==> config.mk <==
export PLATFORM = sky130hd
export DESIGN_NAME = pat_section_parser
export DESIGN_NICKNAME = d
export VERILOG_FILES = /design/src/hw/rtl/pas_pkg.sv /design/src/hw/rtl/pas_cfg.sv /design/src/hw/rtl/pas_in_reg.sv /design/src/hw/rtl/pas_core.sv /design/src/hw/rtl/pas_out_reg.sv /design/src/hw/rtl/pat_section_parser.sv
export SDC_FILE = /design/constraint.sdc
export NUM_CORES = 1
export LEC_CHECK = 0
export ABC_AREA = 1
export BUFFER_PORTS_ARGS = -buffer_cell sky130_fd_sc_hd__buf_2
export CAP_MARGIN = 40
export CORE_MARGIN = 1
export CORE_UTILIZATION = 63
export CTS_CLUSTER_SIZE = 20
export DETAILED_ROUTE_END_ITERATION = 16
export GPL_TIMING_DRIVEN = 0
export PLACE_DENSITY = 0.95
export SYNTH_ARGS = -nofsm -noshare
export SYNTH_HDL_FRONTEND = slang
export SYNTH_SLANG_ARGS = --single-unit
export TNS_END_PERCENT = 20
==> constraint.sdc <==
create_clock -name clk -period 17.2 [get_ports clk]
set_clock_uncertainty 0.2 [all_clocks]
set_input_delay 1.72 -clock clk [delete_from_list [all_inputs] [get_ports clk]]
set_output_delay 1.72 -clock clk [all_outputs]
set_load 0.01 [all_outputs]
==> src/hw/rtl/pas_pkg.sv <==
`default_nettype none

package pas_pkg;

  localparam int unsigned DATA_W = 8;
  localparam int unsigned LEN_W = 12;
  localparam int unsigned POS_W = 13;
  localparam int unsigned MAX_W = 13;
  localparam int unsigned CRC_W = 32;
  localparam int unsigned PADDR_W = 2;
  localparam int unsigned PDATA_W = 32;

  localparam logic [CRC_W-1:0] CRC_POLY = 32'h04C1_1DB7;
  localparam logic [CRC_W-1:0] CRC_INIT = 32'hFFFF_FFFF;
  localparam logic [MAX_W-1:0] MAX_SECTION_RESET = 13'd1024;

  // header layout: byte positions within the section
  localparam logic [POS_W-1:0] POS_LEN_HI = 13'd1;
  localparam logic [POS_W-1:0] POS_LEN_LO = 13'd2;
  localparam logic [POS_W-1:0] POS_TSID_HI = 13'd3;
  localparam logic [POS_W-1:0] POS_TSID_LO = 13'd4;
  localparam logic [POS_W-1:0] POS_VERSION = 13'd5;
  localparam logic [POS_W-1:0] POS_SECTION = 13'd6;
  localparam logic [POS_W-1:0] POS_LAST = 13'd7;
  localparam logic [POS_W-1:0] POS_FIRST_ENTRY = 13'd8;

  localparam int unsigned HDR_BYTES = 3;
  localparam int unsigned CRC_TAIL = 2;
  localparam logic [LEN_W-1:0] MIN_BODY_LEN = 12'd9;

  localparam logic [PADDR_W-1:0] REG_MAX_SECTION = 2'd0;

  typedef enum logic [1:0] {
    STATUS_OK     = 2'd0,
    STATUS_CRC    = 2'd1,
    STATUS_LENGTH = 2'd2,
    STATUS_EMPTY  = 2'd3
  } status_t;

  typedef enum logic {
    KIND_ENTRY = 1'b0,
    KIND_END   = 1'b1
  } kind_t;

  typedef struct packed {
    logic [7:0] data_byte;
    logic       section_start;
  } req_t;

  typedef struct packed {
    kind_t       kind;
    logic [15:0] program_number;
    logic [12:0] program_pid;
    logic [15:0] stream_id;
    logic [4:0]  version;
    logic        current_ind;
    logic [7:0]  section_index;
    logic [7:0]  last_section_index;
    status_t     status;
  } rsp_t;

  typedef struct packed {
    logic valid;
    req_t data;
  } stage_t;

  typedef struct packed {
    logic valid;
    rsp_t data;
  } result_t;

endpackage

`default_nettype wire

==> src/hw/rtl/pas_cfg.sv <==
`default_nettype none

module pas_cfg (
  input  wire logic                         clk,
  input  wire logic                         rst,
  input  wire logic                         psel,
  input  wire logic                         penable,
  input  wire logic                         pwrite,
  input  wire logic [pas_pkg::PADDR_W-1:0]  paddr,
  input  wire logic [pas_pkg::PDATA_W-1:0]  pwdata,
  output logic      [pas_pkg::PDATA_W-1:0]  prdata,
  output logic                              pready,
  output logic      [pas_pkg::MAX_W-1:0]    max_section_bytes
);

  logic wr_en;

  assign pready = 1'b1;
  assign wr_en = psel && penable && pwrite && (paddr == pas_pkg::REG_MAX_SECTION);

  always_ff @(posedge clk) begin
    if (rst) begin
      max_section_bytes <= pas_pkg::MAX_SECTION_RESET;
    end else if (wr_en) begin
      max_section_bytes <= pwdata[pas_pkg::MAX_W-1:0];
    end
  end

  always_comb begin
    prdata = '0;
    if (paddr == pas_pkg::REG_MAX_SECTION) begin
      prdata = {{(pas_pkg::PDATA_W - pas_pkg::MAX_W){1'b0}}, max_section_bytes};
    end
  end

endmodule

`default_nettype wire

==> src/hw/rtl/pas_in_reg.sv <==
`default_nettype none

module pas_in_reg (
  input  wire logic          clk,
  input  wire logic          rst,
  input  wire logic          req_valid,
  output logic               req_stall,
  input  wire pas_pkg::req_t req_data,
  input  wire logic          hold,
  output pas_pkg::stage_t    stage
);

  assign req_stall = stage.valid && hold;

  always_ff @(posedge clk) begin
    if (rst) begin
      stage.valid <= 1'b0;
    end else if (!req_stall) begin
      stage.valid <= req_valid;
    end
    if (req_valid && !req_stall) begin
      stage.data <= req_data;
    end
  end

endmodule

`default_nettype wire

==> src/hw/rtl/pas_core.sv <==
`default_nettype none

module pas_core (
  input  wire logic                       clk,
  input  wire logic                       rst,
  input  wire pas_pkg::stage_t            stage,
  input  wire logic                       hold,
  input  wire logic [pas_pkg::MAX_W-1:0]  max_section_bytes,
  output pas_pkg::result_t                result
);

  logic                           active;
  logic [pas_pkg::POS_W-1:0]      pos;
  logic [pas_pkg::LEN_W-1:0]      body_len;
  logic [pas_pkg::CRC_W-1:0]      crc;
  logic [15:0]                    tsid;
  logic [4:0]                     version;
  logic                           cur_next;
  logic [7:0]                     sec_idx;
  logic [7:0]                     last_idx;
  logic [23:0]                    entry;

  logic                           active_next;
  logic [pas_pkg::POS_W-1:0]      pos_next;
  logic [pas_pkg::LEN_W-1:0]      body_len_next;
  logic [pas_pkg::CRC_W-1:0]      crc_next;
  logic [15:0]                    tsid_next;
  logic [4:0]                     version_next;
  logic                           cur_next_next;
  logic [7:0]                     sec_idx_next;
  logic [7:0]                     last_idx_next;
  logic [23:0]                    entry_next;

  logic                           live;
  logic                           update;
  logic [pas_pkg::POS_W-1:0]      cur_pos;
  logic [7:0]                     b;
  logic                           in_entries;
  logic                           at_end;
  logic [pas_pkg::POS_W:0]        pos_plus_tail;
  logic [pas_pkg::POS_W-1:0]      end_pos;
  logic [pas_pkg::MAX_W-1:0]      total_len;
  pas_pkg::status_t               status;

  function automatic logic [pas_pkg::CRC_W-1:0] crc_byte(
    input logic [pas_pkg::CRC_W-1:0] c_in,
    input logic [7:0]                d
  );
    logic [pas_pkg::CRC_W-1:0] c;
    c = c_in ^ {d, 24'h0};
    for (int k = 0; k < 8; k++) begin
      c = c[pas_pkg::CRC_W-1] ? ((c << 1) ^ pas_pkg::CRC_POLY) : (c << 1);
    end
    return c;
  endfunction

  assign b = stage.data.data_byte;
  assign live = stage.valid && (stage.data.section_start || active);
  assign update = live && !hold;

  always_comb begin
    // a flagged byte restarts the section from clean state
    if (stage.data.section_start) begin
      cur_pos       = '0;
      body_len_next = '0;
      crc_next      = pas_pkg::CRC_INIT;
      tsid_next     = '0;
      version_next  = '0;
      cur_next_next = 1'b0;
      sec_idx_next  = '0;
      last_idx_next = '0;
      entry_next    = '0;
    end else begin
      cur_pos       = pos;
      body_len_next = body_len;
      crc_next      = crc;
      tsid_next     = tsid;
      version_next  = version;
      cur_next_next = cur_next;
      sec_idx_next  = sec_idx;
      last_idx_next = last_idx;
      entry_next    = entry;
    end

    crc_next = crc_byte(crc_next, b);
    pos_next = cur_pos + pas_pkg::POS_W'(1);

    unique case (cur_pos)
      pas_pkg::POS_LEN_HI:  body_len_next = {b[3:0], 8'h00};
      pas_pkg::POS_LEN_LO:  body_len_next = {body_len_next[11:8], b};
      pas_pkg::POS_TSID_HI: tsid_next = {b, 8'h00};
      pas_pkg::POS_TSID_LO: tsid_next = {tsid_next[15:8], b};
      pas_pkg::POS_VERSION: begin
        version_next  = b[5:1];
        cur_next_next = b[0];
      end
      pas_pkg::POS_SECTION: sec_idx_next = b;
      pas_pkg::POS_LAST:    last_idx_next = b;
      default: ;
    endcase

    pos_plus_tail = {1'b0, cur_pos} + (pas_pkg::POS_W + 1)'(pas_pkg::CRC_TAIL);
    end_pos = {1'b0, body_len_next} + pas_pkg::POS_W'(pas_pkg::CRC_TAIL);
    in_entries = (cur_pos >= pas_pkg::POS_FIRST_ENTRY) &&
                 (pos_plus_tail <= {2'b00, body_len_next});
    at_end = (cur_pos >= pas_pkg::POS_LEN_LO) && (cur_pos == end_pos);

    total_len = {1'b0, body_len_next} + pas_pkg::MAX_W'(pas_pkg::HDR_BYTES);
    priority if (crc_next != '0) begin
      status = pas_pkg::STATUS_CRC;
    end else if ((total_len > max_section_bytes) ||
                 (body_len_next < pas_pkg::MIN_BODY_LEN) ||
                 (body_len_next[1:0] != 2'b01)) begin
      status = pas_pkg::STATUS_LENGTH;
    end else if (body_len_next == pas_pkg::MIN_BODY_LEN) begin
      status = pas_pkg::STATUS_EMPTY;
    end else begin
      status = pas_pkg::STATUS_OK;
    end

    result.valid = 1'b0;
    result.data  = '0;
    active_next  = 1'b1;

    if (in_entries) begin
      if (cur_pos[1:0] != 2'b11) begin
        entry_next = {entry_next[15:0], b};
      end else begin
        result.valid               = update;
        result.data.kind           = pas_pkg::KIND_ENTRY;
        result.data.program_number = entry_next[23:8];
        result.data.program_pid    = {entry_next[4:0], b};
      end
    end

    if (at_end) begin
      result.valid                   = update;
      result.data.kind               = pas_pkg::KIND_END;
      result.data.stream_id          = tsid_next;
      result.data.version            = version_next;
      result.data.current_ind        = cur_next_next;
      result.data.section_index      = sec_idx_next;
      result.data.last_section_index = last_idx_next;
      result.data.status             = status;
      active_next                    = 1'b0;
    end
  end

  always_ff @(posedge clk) begin
    if (rst) begin
      active <= 1'b0;
    end else if (update) begin
      active <= active_next;
    end
  end

  always_ff @(posedge clk) begin
    if (update) begin
      pos      <= pos_next;
      body_len <= body_len_next;
      crc      <= crc_next;
      tsid     <= tsid_next;
      version  <= version_next;
      cur_next <= cur_next_next;
      sec_idx  <= sec_idx_next;
      last_idx <= last_idx_next;
      entry    <= entry_next;
    end
  end

endmodule

`default_nettype wire

==> src/hw/rtl/pas_out_reg.sv <==
`default_nettype none

module pas_out_reg (
  input  wire logic             clk,
  input  wire logic             rst,
  input  wire pas_pkg::result_t result,
  input  wire logic             rsp_stall,
  output logic                  rsp_valid,
  output pas_pkg::rsp_t         rsp_data,
  output logic                  hold
);

  // full and not being taken
  assign hold = rsp_valid && rsp_stall;

  always_ff @(posedge clk) begin
    if (rst) begin
      rsp_valid <= 1'b0;
    end else if (result.valid) begin
      rsp_valid <= 1'b1;
    end else if (!rsp_stall) begin
      rsp_valid <= 1'b0;
    end
  end

  always_ff @(posedge clk) begin
    if (result.valid) begin
      rsp_data <= result.data;
    end
  end

endmodule

`default_nettype wire

==> src/hw/rtl/pat_section_parser.sv <==
// path: an accepted request sits in the input register; the output register then takes the result it completes
// throughput: one byte per cycle while not stalled, through the combinational crc and field update path
// a full output register that is stalled holds the input register, which then stalls
// reset: synchronous, active high; drops any open section, empties both registers
// and returns max_section_bytes to 1024
`default_nettype none

module pat_section_parser (
  input  wire logic                         clk,
  input  wire logic                         rst,
  input  wire logic                         psel,
  input  wire logic                         penable,
  input  wire logic                         pwrite,
  input  wire logic [pas_pkg::PADDR_W-1:0]  paddr,
  input  wire logic [pas_pkg::PDATA_W-1:0]  pwdata,
  output logic      [pas_pkg::PDATA_W-1:0]  prdata,
  output logic                              pready,
  input  wire logic                         req_valid,
  output logic                              req_stall,
  input  wire pas_pkg::req_t                req_data,
  output logic                              rsp_valid,
  input  wire logic                         rsp_stall,
  output pas_pkg::rsp_t                     rsp_data
);

  logic [pas_pkg::MAX_W-1:0] max_section_bytes;
  logic                      hold;
  pas_pkg::stage_t           stage;
  pas_pkg::result_t          result;

  pas_cfg u_cfg (
    .clk               (clk),
    .rst               (rst),
    .psel              (psel),
    .penable           (penable),
    .pwrite            (pwrite),
    .paddr             (paddr),
    .pwdata            (pwdata),
    .prdata            (prdata),
    .pready            (pready),
    .max_section_bytes (max_section_bytes)
  );

  pas_in_reg u_in_reg (
    .clk       (clk),
    .rst       (rst),
    .req_valid (req_valid),
    .req_stall (req_stall),
    .req_data  (req_data),
    .hold      (hold),
    .stage     (stage)
  );

  pas_core u_core (
    .clk               (clk),
    .rst               (rst),
    .stage             (stage),
    .hold              (hold),
    .max_section_bytes (max_section_bytes),
    .result            (result)
  );

  pas_out_reg u_out_reg (
    .clk       (clk),
    .rst       (rst),
    .result    (result),
    .rsp_stall (rsp_stall),
    .rsp_valid (rsp_valid),
    .rsp_data  (rsp_data),
    .hold      (hold)
  );

endmodule

`default_nettype wire

-- After elaboration in Yosys (flattened, before gate mapping)
Cells that the tools add are included.
- muxes and demuxes: 35
- bitwise logic cells: 11
- equal/unequal tests: 12
- reduce and logical (&&, ||, !) cells: 19
- add/sub/neg operators: 4
- order comparisons: 5
- operators with widths (operator ; count):
    27-bit 2-to-1 mux ; 8
    14-bit NOT ; 8
    24-bit 2-to-1 mux ; 3
    31-bit 2-to-1 mux ; 2
    13-bit by 3-bit equality test with 1-bit output, second input constant ; 4
    32-bit 2-to-1 mux ; 1
    8-bit 2-to-1 mux ; 4
    16-bit one-hot mux with 2 select lines ; 1
    32-bit nonzero test ; 1
    32-bit bitwise XOR ; 1
    12-bit by 2-bit adder with 13-bit output, second input constant ; 2
    13-bit by 2-bit equality test with 1-bit output, second input constant ; 2
    13-bit 2-to-1 mux ; 2
    12-bit one-hot mux with 2 select lines ; 1
    16-bit 2-to-1 mux ; 1
    13-bit by 2-bit adder with 14-bit output, second input constant ; 1
    14-bit by 12-bit <= comparator with 1-bit output ; 1
    13-bit by 1-bit adder with 13-bit output, second input constant ; 1
    13-bit by 1-bit equality test with 1-bit output, second input constant ; 1
    13-bit equality test ; 1
    13-bit by 2-bit greater-or-equal comparator with 1-bit output, second input constant ; 1
    13-bit by 4-bit greater-or-equal comparator with 1-bit output, second input constant ; 1
    13-bit greater-than comparator ; 1
    12-bit by 4-bit equality test with 1-bit output, second input constant ; 1
    other kinds (13) ; 36
- logic and storage cells: 111
- bits of input ports: 50
- flip-flop bits (word level): 214
- output and inout port bits: 105

-- Logic depth before layout (Yosys ltp)
Gate-level depths: netlist (run 1).
- depth in word-level cells: 20
- gate-level depth with buffers: 25

-- Cells and area by module
A second synthesis (run 1) with hierarchy kept.
- cell total of the unflattened synthesis: 1435
- area total of the unflattened synthesis: 12497.0 um^2
- modules (own cells, without submodules) (module ; area an instance (um^2) ; cells an instance ; instances):
    pas_core ; 9172.5 ; 1206 ; 1
    pas_out_reg ; 2142.1 ; 75 ; 1
    pas_cfg ; 863.3 ; 139 ; 1
    pas_in_reg ; 319.1 ; 15 ; 1

-- Worst setup path before layout (run 1)
OpenSTA, ideal clock, no wires.
- kind: input to register
- start: input port rsp_stall
- end: register, netlist name u_out_reg.rsp_data[0]
- stages on the path: 5
- library setup time: 0.424 ns
- required time: 16.576 ns
- path slack: 10.620 ns
- arrival time: 5.956 ns
- cells stage by stage: nand2_1 -> o211ai_1 -> inv_1 -> nand2_1 -> inv_1
- RTL lines (item ; RTL line ; source):
    start: declaration ; pat_section_parser.sv:22 ; input wire logic rsp_stall,

==> impl_metrics.yaml, run 1 <==
yosys:
  ys_ff_latch: 214
  synthTopCellsByArea: "edfxtp_1, xor2_1, nand2_1"
  ys.flop_type: "edfxtp_1"
  async_flop_share_pct: 0
  yosysWarningCount: 0
  synth_top_area_cell: "edfxtp_1"
  yosys-top-cells-count: "edfxtp_1, nand2_1, nor2_1"
  seq_area_frac_synth_pct: 54.5
  synth_top_area_share_pct: 51.8
  netlist_area_um2: 11500
  yosysMostFrequentCell: "edfxtp_1"
  syn_inst: 1208
  synthDistinctLibCells: 45
  synth_area_per_cell_um2: 9.51
  synth_edf_count: 198
route:
  routed_wirelength_um: 29200
  drtIter0Drc: 1388
  vias: 9605
  drt-wirelength-per-cell_um: 18.2
  first_pass_iters: 8
  vias_per_cell: 5.96
  drc_errors: 0
  antenna_left: 0
outcome:
  status: "finished clean"
sta:
  worst_pin_slew_ps: 834
  drv_slew: 0
  final-setup-viol-count: 0
  tns_ps: 0
  hold_slack_ps: 289
  rsz0062_at_grt: "no"
  final_hold_viol_count: 0
  slew_headroom_pct: 44.2
  finalCriticalPeriod_ps: 5270
  timing.final.crit_share_pct: 30.6
  max_freq_mhz: 190
pwr:
  netSwitchingFraction_pct: 26.5
  p_per_area_nw_per_um2: 94.1
  intPower_w: 0.000907
  leakage_nw: 5.35
  irDropWorstVdd_v: 0.0000929
  pwr-share-comb_pct: 15.0
  clkPwrFrac_pct: 36.1
  p_seq_share_pct: 48.9
  p_sw_w: 0.000328
floorplanning:
  placement_rows: 49
  die_w_um: 137
  core_um2: 17900
  ios: 155
  start_util_pct: 64.2
  die_area_um2: 18800
  die_h_um: 137
setup_path:
  critical_path_class: "flip-flop to flip-flop"
  crit_path_end_kind: "flip-flop"
  reg2reg_setup_slack_ps: 11930
  reg2reg_to: "u_out_reg.rsp_data[6]"
  path_max_fanout: 41
  cp_data_required_time_ps: 17190
  crit_arrival_ps: 5260
  start_kind: "flip-flop"
  r2r.worst_path.cells: 20
  crit-reg2reg-launch: "u_in_reg.stage[0]"
global_routing:
  grt_pass1_vias: 8711
  antenna_found_initial: 0
  grt-ovfl-total: 0
  grt_max_degree: 73
  track_usage_pct: 30.9
  grt_pass1_wl_um: 44100
min_path:
  hold_path_class: "flip-flop to flip-flop"
  whs_endpoint: "u_cfg.max_section_bytes[0]"
  min_path_cells: 2
  hold_start: "u_cfg.max_section_bytes[0]"
clock_tree:
  cts_buffers: 22
  cts.clk_slew.worst_paths_ps: 60
  cts_max_path_buffers: 3
  clk_latency_ps: 520
  htree_levels: 1
  ctsResizeCount: 0
  cts_tree: "yes"
  postCtsSetupRepairBufs: 0
  root_buffer: "clkbuf_16"
  holdBufCountCts: 0
  cts.sinks: 214
final_layout:
  diodes: 0
  drive_gt1_share_pct: 15.8
  multi_input_area_um2: 4340
  fillCellCount: 1178
  num-nets-final: 1447
  register_area_um2: 6270
  stdcell_count: 1611
  syn2layout_area_growth_pct: 14.3
placement:
  dp.cells: 1572
  post-dp-hpwl_um: 20200
  place.gp.congestion: 0.921
  io_buffers: 115
job:
  cap_violations: 0
[layout by cell type (no fill, tap or decap), types with 2 or more instances in the layout]
cell / n
clkbuf_1: 20
conb_1: 20
xnor2_1: 18
nor3_1: 7
inv_1: 152
ha_1: 30
nand2_1: 176
or2_2: 2
a31oi_1: 4
xor2_1: 76
edfxtp_1: 198
nand2_2: 14
xor2_2: 2
buf_6: 6
clkbuf_16: 22
clkinv_1: 7
nor2_2: 6
dfxtp_1: 16
nand3b_1: 9
buf_1: 6
o211ai_1: 9
nor2_1: 167
nor2_4: 3
nand4_1: 29
a211oi_1: 2
a21oi_1: 32
o21ai_0: 79
inv_2: 6
nand3_1: 97
buf_4: 23
buf_2: 122
[flip-flops by register name, summed over array words and instances, names as in the netlist]
register,cells
u_core.active,1
u_core.version,5
u_out_reg.rsp_valid,1
u_out_reg.rsp_data,70
u_core.pos,13
u_cfg.max_section_bytes,13
u_core.cur_next,1
u_core.entry,24
u_in_reg.stage,10
u_core.crc,32
u_core.last_idx,8
u_core.body_len,12
u_core.tsid,16
u_core.sec_idx,8
[metrics by stage]
step / util [%] / total power (W) / area (um2) / worst slack [ps]
finish: 73.3 / 0.00123 / 13100 / 11930
global route: 73.3 / 0.00127 / 13100 / 11590
floorplan: - / 0.000744 / 11600 / 10620
detailed placement: 69.6 / 0.000790 / 12500 / 12160
CTS: 73.3 / 0.00123 / 13100 / 12050
global placement: 69.4 / 0.000781 / 12400 / 8850
[routing by layer]
metal | vias up | routed length (um) | GRT usage, %
li1 | 4318 | - | -
met1 | 4400 | 10500 | 39.4
met2 | 756 | 14000 | 50.6
met3 | 131 | 3260 | 5.00
met4 | 0 | 1450 | 16.5
met5 | - | 0 | 0
[power groups by stage]
stage	Combinational, W	Clock (W)	Sequential, W
floorplan	0.000131	0	0.000613
global placement	0.000166	0	0.000615
detailed placement	0.000176	0	0.000614
CTS	0.000180	0.000445	0.000603
global route	0.000201	0.000462	0.000605
finish	0.000185	0.000446	0.000604
[how the worst max path moves through the flow]
stage                       from               endpoint  slack, ps  cells past startpoint
2_1_floorplan          rsp_stall  u_out_reg.rsp_data[0]      10620                      5
3_3_place_gp   u_in_reg.stage[0]  u_out_reg.rsp_data[5]       8850                      8
3_5_place_dp   u_in_reg.stage[0]  u_out_reg.rsp_data[3]      12160                     23
4_1_cts        u_in_reg.stage[0]  u_out_reg.rsp_data[5]      12050                     20
5_1_grt        u_in_reg.stage[0]  u_out_reg.rsp_data[9]      11590                     22
6_report       u_in_reg.stage[0]  u_out_reg.rsp_data[6]      11930                     20
[cell families after synthesis]
kind of cell | Yosys count | synth area share [%]
and+or+nand+nor | 518 | 20.0
buffers and inverters | 216 | 8.29
DFF | 214 | 54.5
AOI/OAI and AO/OA | 130 | 6.08
xor gates and xnor gates | 97 | 7.69
adders and majority gates | 30 | 3.27
other | 2 | 0.0654
muxes | 1 | 0.0871
[critical path: stages (launching register included)]
cell	delay, ps
edfxtp_1	480
inv_2	220
buf_6	170
clkbuf_1	500
nand2_1	230
inv_1	220
nand4_1	190
xor2_1	200
ha_1	290
nand2_1	100
nor2_1	50
a211oi_1	170
o211ai_1	120
nor2_1	130
nand2_1	70
nand2_2	190
nand3_2	230
nand2_1	140
nand2_1	80
inv_2	560
buf_12	310
[layout make-up]
| class | count | share of cell area [%] |
|---|---|---|
| inverters | 160 | 4.59 |
| multi-input cells | 796 | 33.0 |
| flip-flops and latches | 214 | 47.7 |
| well taps | 229 | 2.18 |
| repair buffers | 117 | 4.75 |
| clock inverters | 10 | 0.629 |
| clock buffers | 29 | 4.39 |
| plain buffers | 56 | 2.68 |
Note: power is estimated with default switching activity, not from simulation.
==> run 2: changes to the inputs <==
- CORE_UTILIZATION: 63 -> 53
- PLACE_DENSITY: 0.95 -> 0.87
- clock period: 17.2 -> 4.2 ns (I/O delays scaled with it)
==> run 2 against run 1 <==
Against the previous run:
- worst setup slack lost 12000 ps
- first-iteration DRC count down 11%
- routed wire length increased by 8.9%
- flip-flop and latch count unchanged
- sequential share of layout area down 4.5 points
- power increased to 4.2 times the previous value
- highest routed layer unchanged
- critical path type unchanged
- die area grew 19%
- maximum frequency up 21%
- register-to-register slack lost 12000 ps
- the run now ends with setup timing left
==> impl_metrics.yaml, run 2 (synthesized netlist as in run 1, its figures left out) <==
floorplanning:
  die_w_um: 149
  placement_rows: 53
  start_util_pct: 54.3
  die_h_um: 149
  core_um2: 21200
  ios: 155
  die_area_um2: 22300
final_layout:
  largest_register: "u_out_reg.rsp_data"
  num-nets-final: 1534
  diodes: 0
  final_common_cell: "edfxtp_1"
  largest_registers: "u_out_reg.rsp_data x70, u_core.crc x32, u_core.entry x24"
  final_cell_mix: "edfxtp_1, nor2_1, nand2_1"
  syn2layout_area_growth_pct: 26.3
  drive_gt1_share_pct: 24.4
  largest_reg_flops: 70
clock_tree:
  cts_buffers: 22
  cts_tree: "yes"
  htree_levels: 1
  clk_latency_ps: 520
  cts_max_path_buffers: 3
  cts.clk_slew.worst_paths_ps: 60
  cts.sinks: 214
  root_buffer: "clkbuf_16"
setup_path:
  crit_arrival_ps: 4420
  crit_path_end_kind: "flip-flop"
  cp_data_required_time_ps: 4280
  start_kind: "flip-flop"
  critical_path_class: "flip-flop to flip-flop"
  path_max_fanout: 7
outcome:
  violations: "setup timing"
  status: "finished, violations left"
placement:
  place.gp.congestion: 0.926
  io_buffers: 115
  post-dp-hpwl_um: 20200
job:
  cap_violations: 0
pwr:
  p_per_area_nw_per_um2: 357
  irDropWorstVdd_v: 0.000199
  leakage_nw: 5.87
route:
  antenna_left: 0
  drc_errors: 0
  vias: 9857
  drtIter0Drc: 1241
  vias_per_cell: 5.65
  drt-wirelength-per-cell_um: 18.3
  first_pass_iters: 6
  routed_wirelength_um: 31900
global_routing:
  grt-ovfl-total: 0
  antenna_found_initial: 0
  track_usage_pct: 26.8
  grt_pass1_vias: 8976
  grt_pass1_wl_um: 46400
  grt_max_degree: 42
min_path:
  hold_path_class: "input port to flip-flop"
sta:
  final-setup-viol-count: 43
  slew_headroom_pct: 54.2
  drv_slew: 0
  layout_setup_ws_ps: -145
  rsz0062_at_grt: "yes"
  max_freq_mhz: 230
  timing.final.crit_share_pct: 103
  hold_slack_ps: 18.8
  tns_ps: -2010
  finalCriticalPeriod_ps: 4340
  final_hold_viol_count: 0
  worst_pin_slew_ps: 685
==> run 2: worst paths after layout <==
check,cells past startpoint,from,to,slack [ps]
min reg2reg,2,u_core.active,u_core.active,280
max,26,u_in_reg.stage[0],u_out_reg.rsp_data[0],-140
max reg2reg,26,u_in_reg.stage[0],u_out_reg.rsp_data[0],-140
min,3,pwdata[4],u_cfg.max_section_bytes[4],20
==> run 2: metrics by stage <==
stage	instance area (um2)	total power, W	cells	setup slack [ps]	util (%)
3_5_place_dp	12600	0.00324	1620	-817	59.4
3_3_place_gp	12500	0.00320	1616	-2510	59.0
5_1_grt	14500	0.00535	1744	-288	68.6
6_report	14500	0.00518	1744	-145	68.6
2_1_floorplan	11600	0.00304	1226	-817	-
4_1_cts	13800	0.00510	1704	-8.24	65.2
==> run 2: where the power goes <==
group	total (W)	leakage (nW)	switching (W)	internal, W
sequential	0.00247	1.85	0.0000364	0.00244
clock	0.00185	0.316	0.000821	0.00103
combinational	0.000860	3.70	0.000545	0.000315
total	0.00518	5.87	0.00140	0.00378
==> run 2: cell type report <==
cell class / count / area (um2)
multi-input combinational: 796 / 4800
clock buffer: 27 / 569
sequential: 214 / 6270
timing repair buffer: 202 / 1410
buffer: 56 / 369
inverter: 160 / 636
tap: 275 / 344
timing repair inverter: 2 / 16.3
fill: 1428 / 6650
clock inverter: 12 / 97.6
==> run 2: repair_timing <==
item                                   4_1_cts  5_1_grt
pin swaps                                   14       49
resized for setup                           36      102
gates cloned                                 3        3
setup endpoints to repair                  136      185
buffers inserted                            20       38
endpoints found under the hold margin       23        0
hold buffers                                22        0
==> run 2: metal layers <==
layer  up-vias  share of wire, %  global-route usage [%]
li1       4491                 -                       -
met1      4567                38                    35.7
met2       675                48                    44.5
met3       124                10                    3.85
met4         0               4.2                    9.49
met5         -                 0                       0
==> run 2: critical path, stage by stage, from the launching register on <==
cell and delay [ps]:
edfxtp_1 530, inv_4 160, buf_4 140, nand2_4 80, nor2_4 140, nand2_2 80, nor2_4 200, nand2_4 120
inv_6 110, nand2_2 90, nand2_4 170, inv_6 60, ha_1 210, inv_2 80, nand2_2 70, inv_2 70
nand3_2 80, xor2_1 180, ha_1 330, nand4_1 150, nor3_2 210, o21ai_1 110, o2111ai_2 110, o41ai_4 120
nand3_1 80, o211a_1 160, nor2_2 40
